$ cat src/sv/grid_ray_march_wall_hit_macros.svh
// Assertion macros used by the block's datapath module.
`ifndef GRID_RAY_MARCH_WALL_HIT_MACROS_SVH
`define GRID_RAY_MARCH_WALL_HIT_MACROS_SVH

// Same-cycle implication, disabled during reset.
`define GRMWH_ASSERT_SAME(label, clk, rst, ante, cons, msg) \
  label: assert property (@(posedge clk) disable iff (rst) (ante) |-> (cons)) \
    else $error(msg);

// Next-cycle implication, disabled during reset.
`define GRMWH_ASSERT_NEXT(label, clk, rst, ante, cons, msg) \
  label: assert property (@(posedge clk) disable iff (rst) (ante) |=> (cons)) \
    else $error(msg);

`endif

$ cat src/sv/grmwh_pkg.sv
package grmwh_pkg;

  // Map and angle geometry
  localparam int MAP_DIM     = 64;
  localparam int CELL_SHIFT  = 6;
  localparam int ANGLE_STEPS = 1024;
  localparam int FRAC_BITS   = 14;

  localparam int MAP_W     = $clog2(MAP_DIM);
  localparam int ADDR_W    = 2 * MAP_W;
  localparam int MAP_CELLS = MAP_DIM * MAP_DIM;
  localparam int ANGLE_W   = $clog2(ANGLE_STEPS);
  localparam int QUARTER   = ANGLE_STEPS / 4;
  localparam int QTR_W     = ANGLE_W - 2;

  // Fixed field widths
  localparam int OP_W       = 1;
  localparam int CELL_IDX_W = 6;
  localparam int ANGLE_IN_W = 10;
  localparam int LEN_W      = 16;
  localparam int FACE_W     = 2;
  localparam int TEX_W      = 6;
  localparam int PLAYER_W   = 26;
  localparam int STEP_W     = 16;
  localparam int CFG_IDX_W  = 2;
  localparam int CFG_DATA_W = 26;

  localparam logic [STEP_W-1:0] MAX_STEPS_RESET = 16'd4096;

  // Direction vector: Q1.14 magnitude up to 1.0, signed
  localparam int SIN_MAG_W = FRAC_BITS + 1;
  localparam int DIR_W     = SIN_MAG_W + 1;

  // Position: signed Q.14 with room for one step outside the map
  localparam int POS_BASE = MAP_W + CELL_SHIFT + FRAC_BITS + 2;
  localparam int POS_W    = (POS_BASE > PLAYER_W + 2) ? POS_BASE : PLAYER_W + 2;
  localparam int CELL_W   = POS_W - FRAC_BITS - CELL_SHIFT;

  localparam logic [63:0] TWO_PI_Q30 = 64'd6746518852;
  localparam int unsigned TAYLOR_DIV [0:5] = '{6, 20, 42, 72, 110, 156};

  typedef logic signed [DIR_W-1:0]  dir_t;
  typedef logic signed [POS_W-1:0]  pos_t;
  typedef logic signed [CELL_W-1:0] cell_t;
  typedef logic [QUARTER-1:0][SIN_MAG_W-1:0] sin_tab_t;

  typedef enum logic [FACE_W-1:0] {
    FACE_NORTH = 2'd0,
    FACE_SOUTH = 2'd1,
    FACE_EAST  = 2'd2,
    FACE_WEST  = 2'd3
  } face_t;

  typedef enum logic [OP_W-1:0] {
    OP_WRITE_CELL = 1'b0,
    OP_CAST       = 1'b1
  } op_t;

  typedef enum logic [CFG_IDX_W-1:0] {
    REG_PLAYER_X  = 2'd0,
    REG_PLAYER_Y  = 2'd1,
    REG_MAX_STEPS = 2'd2
  } cfg_reg_t;

  typedef struct packed {
    logic clear;
    logic cell_write;
    logic start;
    logic step;
    logic set_timeout;
    logic load_out;
  } ctl_cmd_t;

  typedef struct packed {
    logic clear_done;
    logic blocked;
    logic at_limit;
    logic out_busy;
  } ctl_status_t;

  // First-quadrant sine, Taylor series to x^13 in Q2.30, rounded to Q1.14.
  // Evaluated at elaboration only.
  function automatic logic [SIN_MAG_W-1:0] quarter_sin(input int unsigned r);
    logic [63:0] x;
    logic [63:0] term;
    logic [63:0] sum;
    x    = (64'(r) * TWO_PI_Q30) / ANGLE_STEPS;
    term = x;
    sum  = x;
    for (int n = 0; n < 6; n++) begin
      term = (term * x) >> 30;
      term = (term * x) >> 30;
      term = term / TAYLOR_DIV[n];
      if (n % 2 == 0) begin
        sum = (sum >= term) ? sum - term : 64'd0;
      end else begin
        sum = sum + term;
      end
    end
    sum = (sum + 64'd32768) >> 16;
    if (sum > 64'd16384) begin
      sum = 64'd16384;
    end
    return SIN_MAG_W'(sum);
  endfunction

  function automatic sin_tab_t build_sin_tab();
    sin_tab_t tab;
    for (int i = 0; i < QUARTER; i++) begin
      tab[i] = quarter_sin(i);
    end
    return tab;
  endfunction

  localparam sin_tab_t SIN_TAB = build_sin_tab();
  localparam logic [SIN_MAG_W-1:0] SIN_PEAK = quarter_sin(QUARTER);

  // Full-circle sine by quadrant symmetry
  function automatic dir_t sin_lookup(input logic [ANGLE_W-1:0] v);
    logic [QTR_W-1:0]     r;
    logic [QTR_W-1:0]     rr;
    logic [SIN_MAG_W-1:0] mag;
    dir_t                 val;
    r  = v[QTR_W-1:0];
    rr = '0 - r;
    if (v[ANGLE_W-2]) begin
      mag = (r == '0) ? SIN_PEAK : SIN_TAB[rr];
    end else begin
      mag = SIN_TAB[r];
    end
    val = dir_t'({1'b0, mag});
    if (v[ANGLE_W-1]) begin
      val = -val;
    end
    return val;
  endfunction

  // Floor of position over the cell size: the upper bits in two's complement
  function automatic cell_t cell_of(input pos_t p);
    return p[POS_W-1:FRAC_BITS+CELL_SHIFT];
  endfunction

  function automatic logic cell_oob(input cell_t c);
    return c[CELL_W-1:MAP_W] != '0;
  endfunction

  function automatic logic [ADDR_W-1:0] map_addr(input logic [MAP_W-1:0] row,
                                                 input logic [MAP_W-1:0] col);
    return {row, col};
  endfunction

endpackage

$ cat src/sv/grmwh_ctrl.sv
module grmwh_ctrl (
  input  logic                  clk,
  input  logic                  rst,
  input  logic                  in_valid,
  input  logic                  in_op,
  output logic                  in_ready,
  input  grmwh_pkg::ctl_status_t status,
  output grmwh_pkg::ctl_cmd_t   cmd
);
  import grmwh_pkg::*;

  typedef enum logic [3:0] {
    ST_CLEAR  = 4'b0001,
    ST_IDLE   = 4'b0010,
    ST_MARCH  = 4'b0100,
    ST_FINISH = 4'b1000
  } state_t;

  state_t state;
  state_t state_next;

  always_ff @(posedge clk) begin
    if (rst) begin
      state <= ST_CLEAR;
    end else begin
      state <= state_next;
    end
  end

  always_comb begin
    state_next = state;
    cmd        = '0;
    in_ready   = 1'b0;
    case (state)
      ST_CLEAR: begin
        cmd.clear = 1'b1;
        if (status.clear_done) begin
          state_next = ST_IDLE;
        end
      end
      ST_IDLE: begin
        in_ready = 1'b1;
        if (in_valid) begin
          if (in_op == OP_CAST) begin
            cmd.start  = 1'b1;
            state_next = ST_MARCH;
          end else begin
            cmd.cell_write = 1'b1;
          end
        end
      end
      ST_MARCH: begin
        if (status.blocked) begin
          state_next = ST_FINISH;
        end else if (status.at_limit) begin
          cmd.set_timeout = 1'b1;
          state_next      = ST_FINISH;
        end else begin
          cmd.step = 1'b1;
        end
      end
      ST_FINISH: begin
        // hold until the output register is free
        if (!status.out_busy) begin
          cmd.load_out = 1'b1;
          state_next   = ST_IDLE;
        end
      end
      default: begin
        state_next = ST_CLEAR;
      end
    endcase
  end

endmodule

$ cat config.mk
export PLATFORM = sky130hd
export DESIGN_NAME = grmwh_ctrl
export DESIGN_NICKNAME = d
export VERILOG_FILES = /design/src/sv/grid_ray_march_wall_hit_macros.svh /design/src/sv/grmwh_pkg.sv /design/src/sv/grmwh_ctrl.sv
export SDC_FILE = /design/constraint.sdc
export NUM_CORES = 1
export LEC_CHECK = 0
export BUFFER_PORTS_ARGS = -buffer_cell sky130_fd_sc_hd__buf_4
export CAP_MARGIN = 20
export CELL_PAD_IN_SITES_DETAIL_PLACEMENT = 0
export CELL_PAD_IN_SITES_GLOBAL_PLACEMENT = 2
export CORE_UTILIZATION = 20
export CTS_BUF_LIST = sky130_fd_sc_hd__clkbuf_8
export DETAILED_ROUTE_END_ITERATION = 10
export GPL_TIMING_DRIVEN = 0
export PLACE_DENSITY = 0.73
export SYNTH_ARGS = -nofsm -noshare
export SYNTH_HDL_FRONTEND = slang
export SYNTH_SLANG_ARGS = --single-unit
$ cat constraint.sdc
create_clock -name clk -period 1.2 [get_ports clk]
set_input_delay 0.06 -clock clk [delete_from_list [all_inputs] [get_ports clk]]
set_output_delay 0.06 -clock clk [all_outputs]
set_load 0.02 [all_outputs]
After elaboration in Yosys (flattened, before gate mapping). Index checks and enable logic that the tools add are counted.

Latch bits: 0. RAM bits: 0. Memories: 0. Register bits after elaboration: 4. Word-level logic and storage cells: 30. Bits in read-only memories: 0. Output and inout bits: 7.

Divide/modulo/power cells: 0. Multipliers: 0. Order comparisons: 0. Shift operators: 0. Bitwise operators: 0. Add/subtract/negate cells: 0. Reductions and logical operators: 1. Mux-type cells: 19. Equality and inequality tests: 9.

Operators by type and width (number): $mux 4 (6); $pmux 4 s4 (1); $mux 1 (8); $mux 2 (4); $ne 2x2->1 const B (4); $reduce_and 5->1 (1); $eq 4x1->1 const B (1); $eq 4x2->1 const B (1); $eq 4x3->1 const B (1); $eq 4x4->1 const B (1); $ne 3x3->1 const B (1).

Logic depth before layout (Yosys ltp). Gate-level depths: netlist of run 1.

Depth after elaboration: 3. Gate-level depth with buffers: 4.

Worst setup path before layout of run 1. Ideal clock, no wire load.

Kind: flip-flop to output port. Start point: register state[2]. End point: output port cmd[1] (netlist name). Arrival: 1435 ps. Cell stages (with the launch flop): 3. Path slack: -295 ps. Data required time: 1140 ps. Buffers on the path: 0. Cell sequence: dfxtp_1 or4b_4 nor3b_1.

RTL lines: start, declared (RTL line grmwh_ctrl.sv:19) `state_t state;`; start signal, assigned (RTL line grmwh_ctrl.sv:26) `state <= state_next;`; end, declared (RTL line grmwh_ctrl.sv:8) `output grmwh_pkg::ctl_cmd_t cmd`.

==> results of run 1 <==
[logic make-up after synthesis]
| logic type | count (synthesis) | share of synthesized area |
|---|---|---|
| and+or+nand+nor | 18 | 0.473 |
| buffers and inverters | 2 | 0.0273 |
| DFF | 4 | 0.291 |
| AOI/OAI and AO/OA | 8 | 0.209 |
[layout make-up]
cell class	instances	area share
inverters	2	0.0173
well taps	15	0.0324
repair buffers	19	0.279
multi-input cells	26	0.445
clock buffers	3	0.0713
flip-flops and latches	4	0.156
[worst max path at each step]
stage | from | to | slack (ps) | cells past startpoint
floorplan | state[1]$_SDFFE_PP0P_ | state[2]$_SDFFE_PP0P_ | -140 | 3
global placement | state[0]$_SDFFE_PP1P_ | cmd[4] | -160 | 3
detailed placement | state[0]$_SDFFE_PP1P_ | cmd[4] | -170 | 3
CTS | state[3]$_SDFFE_PP0P_ | cmd[4] | -330 | 3
global route | state[2]$_SDFFE_PP0P_ | cmd[4] | -380 | 3
finish | state[2]$_SDFFE_PP0P_ | cmd[4] | -330 | 3
[power groups by stage]
stage               logic, mW  registers (mW)  clock network [mW]
floorplan              0.0377           0.149                   0
global placement       0.0744           0.152                   0
detailed placement     0.0758           0.153                   0
CTS                    0.0835           0.147               0.283
global route           0.0952           0.149               0.302
finish                 0.0884           0.148               0.276
[worst register-to-register path: cells and delay by family (launching register included)]
family                 cells  cell delay [ps]
buffers and inverters      2              210
AO/OA/AOI/OAI              1              120
flip-flops                 1              330
AND/OR/NAND/NOR            2              640
[metrics by stage]
step | TNS (ps) | instance area, um2
floorplan | -424 | 313
global route | -2470 | 579
finish | -2110 | 579
CTS | -1900 | 552
detailed placement | -753 | 437
global placement | -649 | 437
[synthesized netlist by cell type]
master	instances	share of area
sky130_fd_sc_hd__nor4_1	2	0.045
sky130_fd_sc_hd__o21bai_1	1	0.027
sky130_fd_sc_hd__and3b_1	1	0.032
sky130_fd_sc_hd__a211o_2	1	0.036
sky130_fd_sc_hd__a21oi_2	1	0.032
sky130_fd_sc_hd__o21ai_0	2	0.036
sky130_fd_sc_hd__nor2_1	4	0.055
sky130_fd_sc_hd__nor3b_1	3	0.082
sky130_fd_sc_hd__inv_1	2	0.027
sky130_fd_sc_hd__nand2_1	2	0.027
sky130_fd_sc_hd__a31oi_1	1	0.023
sky130_fd_sc_hd__and3b_2	1	0.036
sky130_fd_sc_hd__a21oi_1	1	0.018
sky130_fd_sc_hd__nor3_2	1	0.036
sky130_fd_sc_hd__or4b_4	2	0.10
sky130_fd_sc_hd__dfxtp_1	4	0.29
sky130_fd_sc_hd__nand2b_1	1	0.023
sky130_fd_sc_hd__o21ba_2	1	0.036
sky130_fd_sc_hd__or4b_1	1	0.036
[layout by cell type (no fill, tap or decap)]
| cell | instances |
|---|---|
| sky130_fd_sc_hd__buf_4 | 14 |
| sky130_fd_sc_hd__nand2_1 | 2 |
| sky130_fd_sc_hd__nor2_2 | 1 |
| sky130_fd_sc_hd__inv_1 | 1 |
| sky130_fd_sc_hd__buf_6 | 5 |
| sky130_fd_sc_hd__clkbuf_8 | 3 |
| sky130_fd_sc_hd__dfxtp_2 | 2 |
| sky130_fd_sc_hd__nor3_4 | 1 |
| sky130_fd_sc_hd__o21ba_4 | 1 |
| sky130_fd_sc_hd__a31oi_1 | 1 |
| sky130_fd_sc_hd__inv_4 | 1 |
| sky130_fd_sc_hd__or4b_4 | 3 |
| sky130_fd_sc_hd__nor3b_2 | 1 |
| sky130_fd_sc_hd__nor2_1 | 2 |
| sky130_fd_sc_hd__nor2_4 | 1 |
| sky130_fd_sc_hd__o21bai_4 | 1 |
| sky130_fd_sc_hd__and3b_1 | 1 |
| sky130_fd_sc_hd__nand2b_1 | 1 |
| sky130_fd_sc_hd__nor4_2 | 2 |
| sky130_fd_sc_hd__nor3b_1 | 1 |
| sky130_fd_sc_hd__o21ai_0 | 2 |
| sky130_fd_sc_hd__and3b_2 | 1 |
| sky130_fd_sc_hd__a21oi_2 | 2 |
| sky130_fd_sc_hd__a211o_2 | 1 |
| sky130_fd_sc_hd__nor3b_4 | 1 |
| sky130_fd_sc_hd__dfxtp_4 | 2 |
[routing by layer]
metal	global-route usage	vias to the layer above
met4	0.0259	0
met3	0.0694	0
met5	0	-
met1	0.144	151
li1	-	167
met2	0.213	9
[repair_timing]
| action | 4_1_cts | 5_1_grt |
|---|---|---|
| buffers inserted | 4 | 1 |
| resized for setup | 9 | 5 |
| hold buffers | 0 | 0 |
| endpoints found under the setup margin | 9 | 11 |
| pin swaps | 5 | 4 |
==> run_summary.xml, run 1 <==
<?xml version="1.0" encoding="UTF-8"?>
<metrics>
  <group name="min_path">
    <metric name="holdCritStartpoint" unit="">rst</metric>
    <metric name="hold_path_depth" unit="">2</metric>
    <metric name="hold_class" unit="">in2reg</metric>
    <metric name="hold_path_end" unit="">state[3]$_SDFFE_PP0P_</metric>
  </group>
  <group name="cts">
    <metric name="htree_num_levels" unit="">1</metric>
    <metric name="cts_tree" unit="">done</metric>
    <metric name="cts.sinks" unit="">4</metric>
    <metric name="worst_skew_pair.late_latency" unit="ps">210</metric>
    <metric name="cts_buffers" unit="">3</metric>
    <metric name="clock_transition_at_the_registers_of_the_reported_paths" unit="ps">30</metric>
    <metric name="clock_tree.root_cell" unit="">sky130_fd_sc_hd__clkbuf_8</metric>
    <metric name="clk_path_buf_depth" unit="">2</metric>
  </group>
  <group name="pwr">
    <metric name="portion_of_total_power_attributed_to_combinational_logic" unit="">0.173</metric>
    <metric name="netSwitchingPower" unit="mW">0.115</metric>
    <metric name="static-leakage-power" unit="nW">0.236</metric>
    <metric name="power_report.internal_total" unit="mW">0.397</metric>
    <metric name="clkPwrFrac" unit="">0.539</metric>
    <metric name="worst_ir_drop_vdd" unit="V">0.00109</metric>
    <metric name="cellPowerDensity" unit="nW/um2">884</metric>
    <metric name="netSwitchingFraction" unit="">0.224</metric>
    <metric name="fin_total_pwr" unit="mW">0.512</metric>
    <metric name="seqPwrFrac" unit="">0.289</metric>
  </group>
  <group name="logic_synthesis">
    <metric name="synthesis.yosys.warnings" unit="">0</metric>
    <metric name="post_synth_inst_count" unit="">32</metric>
    <metric name="synthesis.area_per_instance" unit="um2">8.60</metric>
    <metric name="synthesis.area" unit="um2">275</metric>
    <metric name="synth_cell_type_count" unit="">19</metric>
    <metric name="synth.ff_latch_count" unit="">4</metric>
    <metric name="postSynthNetCount" unit="">40</metric>
    <metric name="yosysSeqAreaShare" unit="">0.291</metric>
  </group>
  <group name="drt">
    <metric name="first_iter_violations" unit="">5</metric>
    <metric name="post_drt_wl_per_cell" unit="um">12.1</metric>
    <metric name="first_pass_iters" unit="">4</metric>
    <metric name="dr_wl_met3" unit="um">35</metric>
    <metric name="via_per_inst" unit="">4.74</metric>
    <metric name="topRoutingLayerUsed" unit="">met3</metric>
    <metric name="route.final.wire_length" unit="um">834</metric>
    <metric name="drc" unit="">0</metric>
    <metric name="met2WireLength" unit="um">427</metric>
    <metric name="antenna_left" unit="">0</metric>
    <metric name="detail_route.wirelength.met1" unit="um">371</metric>
    <metric name="via_count" unit="">327</metric>
  </group>
  <group name="critical_path">
    <metric name="critical_path.endpoint_type" unit="">output port</metric>
    <metric name="cp.buffers_inverters" unit="">1</metric>
    <metric name="worst_r2r_path_depth" unit="">5</metric>
    <metric name="crit_path_cell_trace" unit="">or4b_4 &gt; nor3b_4 &gt; buf_6</metric>
    <metric name="critPathLaunchType" unit="">flip-flop</metric>
    <metric name="slowest_delay" unit="ps">590</metric>
    <metric name="path_delay_family" unit="">simple AND/OR/NAND/NOR gates</metric>
    <metric name="rr_endpoint" unit="">state[1]$_SDFFE_PP0P_</metric>
    <metric name="rrSetupSlack" unit="ps">-180</metric>
    <metric name="crit_required" unit="ps">1140</metric>
    <metric name="crit_path_max_fanout" unit="">4</metric>
    <metric name="timing.critical_path.slowest_stage_cell" unit="">sky130_fd_sc_hd__or4b_4</metric>
    <metric name="r2r_path_start" unit="">state[2]$_SDFFE_PP0P_</metric>
    <metric name="worst_setup_path_category" unit="">reg2out</metric>
    <metric name="worst_ep_arrival_time" unit="ps">1470</metric>
  </group>
  <group name="placed_design">
    <metric name="preCtsSetupSlack" unit="ps">-174</metric>
    <metric name="globalplace.congestion" unit="">0.714</metric>
    <metric name="place.detailed.instances" unit="">61</metric>
    <metric name="port_buffers" unit="">14</metric>
    <metric name="dp_hpwl" unit="um">535</metric>
  </group>
  <group name="finish">
    <metric name="final.fill_count" unit="">135</metric>
    <metric name="area_growth_syn_to_layout" unit="%">110</metric>
    <metric name="final_core_util" unit="">0.451</metric>
    <metric name="regMostFlops" unit="">state</metric>
    <metric name="combined_area_of_the_multi_input_logic_cells" unit="um2">258</metric>
    <metric name="antenna_cells_inserted" unit="">0</metric>
    <metric name="finalNonFillerCells" unit="">69</metric>
    <metric name="layout.area.seq" unit="um2">90.1</metric>
    <metric name="layout_top_registers" unit="">state x4</metric>
    <metric name="number_of_flip_flops_under_the_largest_register_name" unit="">4</metric>
    <metric name="drive_above_1_share" unit="">0.796</metric>
    <metric name="nets" unit="">64</metric>
  </group>
  <group name="sta">
    <metric name="layout_min_cycle_time" unit="ps">1530</metric>
    <metric name="rsz0062_at_grt" unit="">true</metric>
    <metric name="final.setup.worst_slack" unit="ps">-331</metric>
    <metric name="hold_slack" unit="ps">50.5</metric>
    <metric name="slew_headroom" unit="">0.839</metric>
    <metric name="timing.final.crit_share" unit="">1.28</metric>
    <metric name="fmax" unit="MHz">653</metric>
    <metric name="skew" unit="ps">0.599</metric>
    <metric name="worst_pin_slew" unit="ps">238</metric>
    <metric name="slew_viol_final" unit="">0</metric>
    <metric name="finalHoldViolations" unit="">0</metric>
    <metric name="report.final.setup_viol" unit="">9</metric>
  </group>
  <group name="flow_run">
    <metric name="drv_cap" unit="">0</metric>
  </group>
  <group name="global_routing">
    <metric name="grt_usage" unit="">0.128</metric>
    <metric name="vias_in_the_first_global_route" unit="">304</metric>
    <metric name="largest_net_degree_at_the_start_of_global_routing" unit="">10</metric>
    <metric name="globalRoute.totalOverflow" unit="">0</metric>
    <metric name="global_route_wire_length_before_repair" unit="um">1250</metric>
    <metric name="grt_antenna_before_repair" unit="">0</metric>
  </group>
  <group name="floorplanning">
    <metric name="die_y" unit="um">39.1</metric>
    <metric name="fp.dieArea" unit="um2">1530</metric>
    <metric name="fp.dieW" unit="um">39.1</metric>
    <metric name="placement_rows" unit="">13</metric>
    <metric name="io_pins" unit="">15</metric>
    <metric name="initial_utilization" unit="">0.214</metric>
    <metric name="core_area" unit="um2">1280</metric>
  </group>
  <group name="status">
    <metric name="violations" unit="">negative setup slack</metric>
    <metric name="result_of_the_run" unit="">finished, violations left</metric>
  </group>
</metrics>
(Power assumes the default switching activity.)
==> inputs of run 2 (changes only) <==
--- a/config.mk
+++ b/config.mk
@@ -9,11 +9,10 @@
 export CAP_MARGIN = 20
 export CELL_PAD_IN_SITES_DETAIL_PLACEMENT = 0
 export CELL_PAD_IN_SITES_GLOBAL_PLACEMENT = 2
-export CORE_UTILIZATION = 20
-export CTS_BUF_LIST = sky130_fd_sc_hd__clkbuf_8
+export CORE_UTILIZATION = 18
 export DETAILED_ROUTE_END_ITERATION = 10
 export GPL_TIMING_DRIVEN = 0
-export PLACE_DENSITY = 0.73
+export PLACE_DENSITY = 0.67
 export SYNTH_ARGS = -nofsm -noshare
 export SYNTH_HDL_FRONTEND = slang
 export SYNTH_SLANG_ARGS = --single-unit
==> constraint.sdc (replaced) <==
create_clock -name clk -period 1.2 [get_ports clk]
set_input_delay 0.06 -clock clk [delete_from_list [all_inputs] [get_ports clk]]
set_output_delay 0.06 -clock clk [all_outputs]
set_load 0.05 [all_outputs]
==> run 2 against run 1 <==
The flow still finishes with violations (negative setup slack); fmax down 5.7%; first-iteration DRC count unchanged; critical path type unchanged; count of clock-buffer cells in the layout up 1; die area grew 11%; clock skew up 11 ps; largest cell class unchanged; sequential cell count is the same.
==> run_summary.xml, run 2 (synthesis results as in run 1) <==
<?xml version="1.0" encoding="UTF-8"?>
<metrics>
  <group name="drt">
    <metric name="route.final.wire_length" unit="um">827</metric>
    <metric name="first_iter_violations" unit="">5</metric>
    <metric name="via_count" unit="">345</metric>
    <metric name="via_per_inst" unit="">4.73</metric>
    <metric name="first_pass_iters" unit="">2</metric>
    <metric name="drc" unit="">0</metric>
    <metric name="antenna_left" unit="">0</metric>
    <metric name="post_drt_wl_per_cell" unit="um">11.3</metric>
  </group>
  <group name="pwr">
    <metric name="worst_ir_drop_vdd" unit="V">0.000470</metric>
    <metric name="cellPowerDensity" unit="nW/um2">748</metric>
    <metric name="static-leakage-power" unit="nW">0.258</metric>
  </group>
  <group name="critical_path">
    <metric name="slowest_delay" unit="ps">600</metric>
    <metric name="path_delay_family" unit="">simple AND/OR/NAND/NOR gates</metric>
    <metric name="crit_required" unit="ps">1140</metric>
    <metric name="critPathLaunchType" unit="">flip-flop</metric>
    <metric name="timing.critical_path.slowest_stage_cell" unit="">sky130_fd_sc_hd__or4b_4</metric>
    <metric name="cp.buffers_inverters" unit="">1</metric>
    <metric name="worst_ep_arrival_time" unit="ps">1560</metric>
    <metric name="critical_path.endpoint_type" unit="">output port</metric>
    <metric name="worst_setup_path_category" unit="">reg2out</metric>
    <metric name="crit_path_cell_trace" unit="">or4b_4 &gt; nor3b_4 &gt; buf_6</metric>
    <metric name="crit_path_max_fanout" unit="">4</metric>
  </group>
  <group name="finish">
    <metric name="nets" unit="">67</metric>
    <metric name="final_common_cell" unit="">sky130_fd_sc_hd__buf_4</metric>
    <metric name="finalNonFillerCells" unit="">73</metric>
    <metric name="antenna_cells_inserted" unit="">0</metric>
    <metric name="regMostFlops" unit="">state</metric>
    <metric name="area_growth_syn_to_layout" unit="%">126</metric>
    <metric name="final.fill_count" unit="">130</metric>
    <metric name="drive_above_1_share" unit="">0.741</metric>
    <metric name="number_of_flip_flops_under_the_largest_register_name" unit="">4</metric>
    <metric name="layout_top_registers" unit="">state x4</metric>
    <metric name="final_cell_mix" unit="">sky130_fd_sc_hd__buf_4 (11), sky130_fd_sc_hd__buf_6 (9), sky130_fd_sc_hd__dfxtp_4 (4)</metric>
  </group>
  <group name="global_routing">
    <metric name="largest_net_degree_at_the_start_of_global_routing" unit="">10</metric>
    <metric name="globalRoute.totalOverflow" unit="">0</metric>
    <metric name="vias_in_the_first_global_route" unit="">319</metric>
    <metric name="global_route_wire_length_before_repair" unit="um">1270</metric>
    <metric name="grt_usage" unit="">0.121</metric>
    <metric name="grt_antenna_before_repair" unit="">0</metric>
  </group>
  <group name="sta">
    <metric name="layout_min_cycle_time" unit="ps">1620</metric>
    <metric name="worst_pin_slew" unit="ps">215</metric>
    <metric name="report.final.setup_viol" unit="">10</metric>
    <metric name="rsz0062_at_grt" unit="">true</metric>
    <metric name="fmax" unit="MHz">616</metric>
    <metric name="slew_viol_final" unit="">0</metric>
    <metric name="finalHoldViolations" unit="">0</metric>
    <metric name="skew" unit="ps">11.5</metric>
    <metric name="slew_headroom" unit="">0.856</metric>
    <metric name="final.setup.worst_slack" unit="ps">-424</metric>
    <metric name="timing.final.crit_share" unit="">1.35</metric>
    <metric name="timing.setup.tns" unit="ps">-2910</metric>
    <metric name="hold_slack" unit="ps">145</metric>
  </group>
  <group name="placed_design">
    <metric name="preCtsSetupSlack" unit="ps">-226</metric>
    <metric name="place.detailed.instances" unit="">61</metric>
    <metric name="globalplace.congestion" unit="">0.704</metric>
    <metric name="dp_hpwl" unit="um">584</metric>
    <metric name="port_buffers" unit="">14</metric>
  </group>
  <group name="cts">
    <metric name="clock_transition_at_the_registers_of_the_reported_paths" unit="ps">50</metric>
    <metric name="cts.sinks" unit="">4</metric>
    <metric name="clk_path_buf_depth" unit="">2</metric>
    <metric name="htree_num_levels" unit="">1</metric>
    <metric name="clock_tree.root_cell" unit="">sky130_fd_sc_hd__clkbuf_4</metric>
    <metric name="worst_skew_pair.late_latency" unit="ps">240</metric>
    <metric name="cts_buffers" unit="">3</metric>
    <metric name="cts_tree" unit="">done</metric>
  </group>
  <group name="min_path">
    <metric name="hold_class" unit="">in2reg</metric>
  </group>
  <group name="floorplanning">
    <metric name="die_y" unit="um">41.1</metric>
    <metric name="io_pins" unit="">15</metric>
    <metric name="placement_rows" unit="">13</metric>
    <metric name="initial_utilization" unit="">0.201</metric>
    <metric name="core_area" unit="um2">1370</metric>
    <metric name="fp.dieW" unit="um">41.1</metric>
    <metric name="fp.dieArea" unit="um2">1690</metric>
  </group>
  <group name="status">
    <metric name="result_of_the_run" unit="">finished, violations left</metric>
    <metric name="violations" unit="">negative setup slack</metric>
  </group>
  <group name="flow_run">
    <metric name="drv_cap" unit="">0</metric>
  </group>
</metrics>
[run 2: path summary, 6_finish.rpt]
path,startpoint,end,slack [ps],cells after the start
worst max-delay path,state[2]$_SDFFE_PP0P_,cmd[4],-420,3
worst min-delay path,in_valid,state[1]$_SDFFE_PP0P_,150,4
worst max register to register,state[1]$_SDFFE_PP0P_,state[3]$_SDFFE_PP0P_,-360,6
worst min register to register,state[3]$_SDFFE_PP0P_,state[0]$_SDFFE_PP1P_,510,2
[run 2: per-stage QoR]
stage                     instance area, um2   util  total power, mW
final                                    623  0.456            0.466
after global routing                     623  0.456            0.499
after CTS                                572  0.418            0.465
after detailed placement                 459  0.336            0.248
after global placement                   459  0.336            0.246
after floorplan                          335      -            0.204
[run 2: timing repair]
| action | 4_1_cts | 5_1_grt |
|---|---|---|
| hold endpoints to repair | 2 | 0 |
| hold buffers | 1 | 0 |
| endpoints found under the setup margin | 10 | 11 |
| gates resized for setup | 12 | 6 |
| pin swaps | 5 | 7 |
| setup buffers | 4 | 3 |
[run 2: area by class of cell]
| cell class | instances | area (um2) | share of cell area |
|---|---|---|---|
| inverters | 2 | 11.3 | 0.0181 |
| flip-flops and latches | 4 | 95.1 | 0.153 |
| multi-input cells | 26 | 263 | 0.422 |
| repair buffers | 22 | 209 | 0.335 |
| well taps | 15 | 18.8 | 0.0301 |
| clock buffers | 4 | 26.3 | 0.0422 |
[run 2: where the power goes]
| group | total (mW) | internal (mW) | switching [mW] |
|---|---|---|---|
| Clock | 0.189 | 0.125 | 0.0636 |
| Combinational | 0.133 | 0.0729 | 0.0604 |
| Sequential | 0.144 | 0.135 | 0.00954 |
| Total | 0.466 | 0.333 | 0.134 |
[run 2: layer usage]
layer / wire, um / vias up / part of all wire / GRT usage
li1: - / 173 / - / -
met2: 432 / 9 / 0.52 / 0.188
met3: 60 / 0 / 0.073 / 0.103
met4: 0 / 0 / 0 / 0
met1: 334 / 163 / 0.40 / 0.135
met5: 0 / - / 0 / 0
[run 2: worst register-to-register path, cell delays in order, from the launching register on]
cell and delay [ps]:
sky130_fd_sc_hd__dfxtp_4 350, sky130_fd_sc_hd__buf_6 110, sky130_fd_sc_hd__buf_6 100, sky130_fd_sc_hd__buf_6 110
sky130_fd_sc_hd__nand2b_4 140, sky130_fd_sc_hd__or4b_4 530, sky130_fd_sc_hd__a21oi_2 130
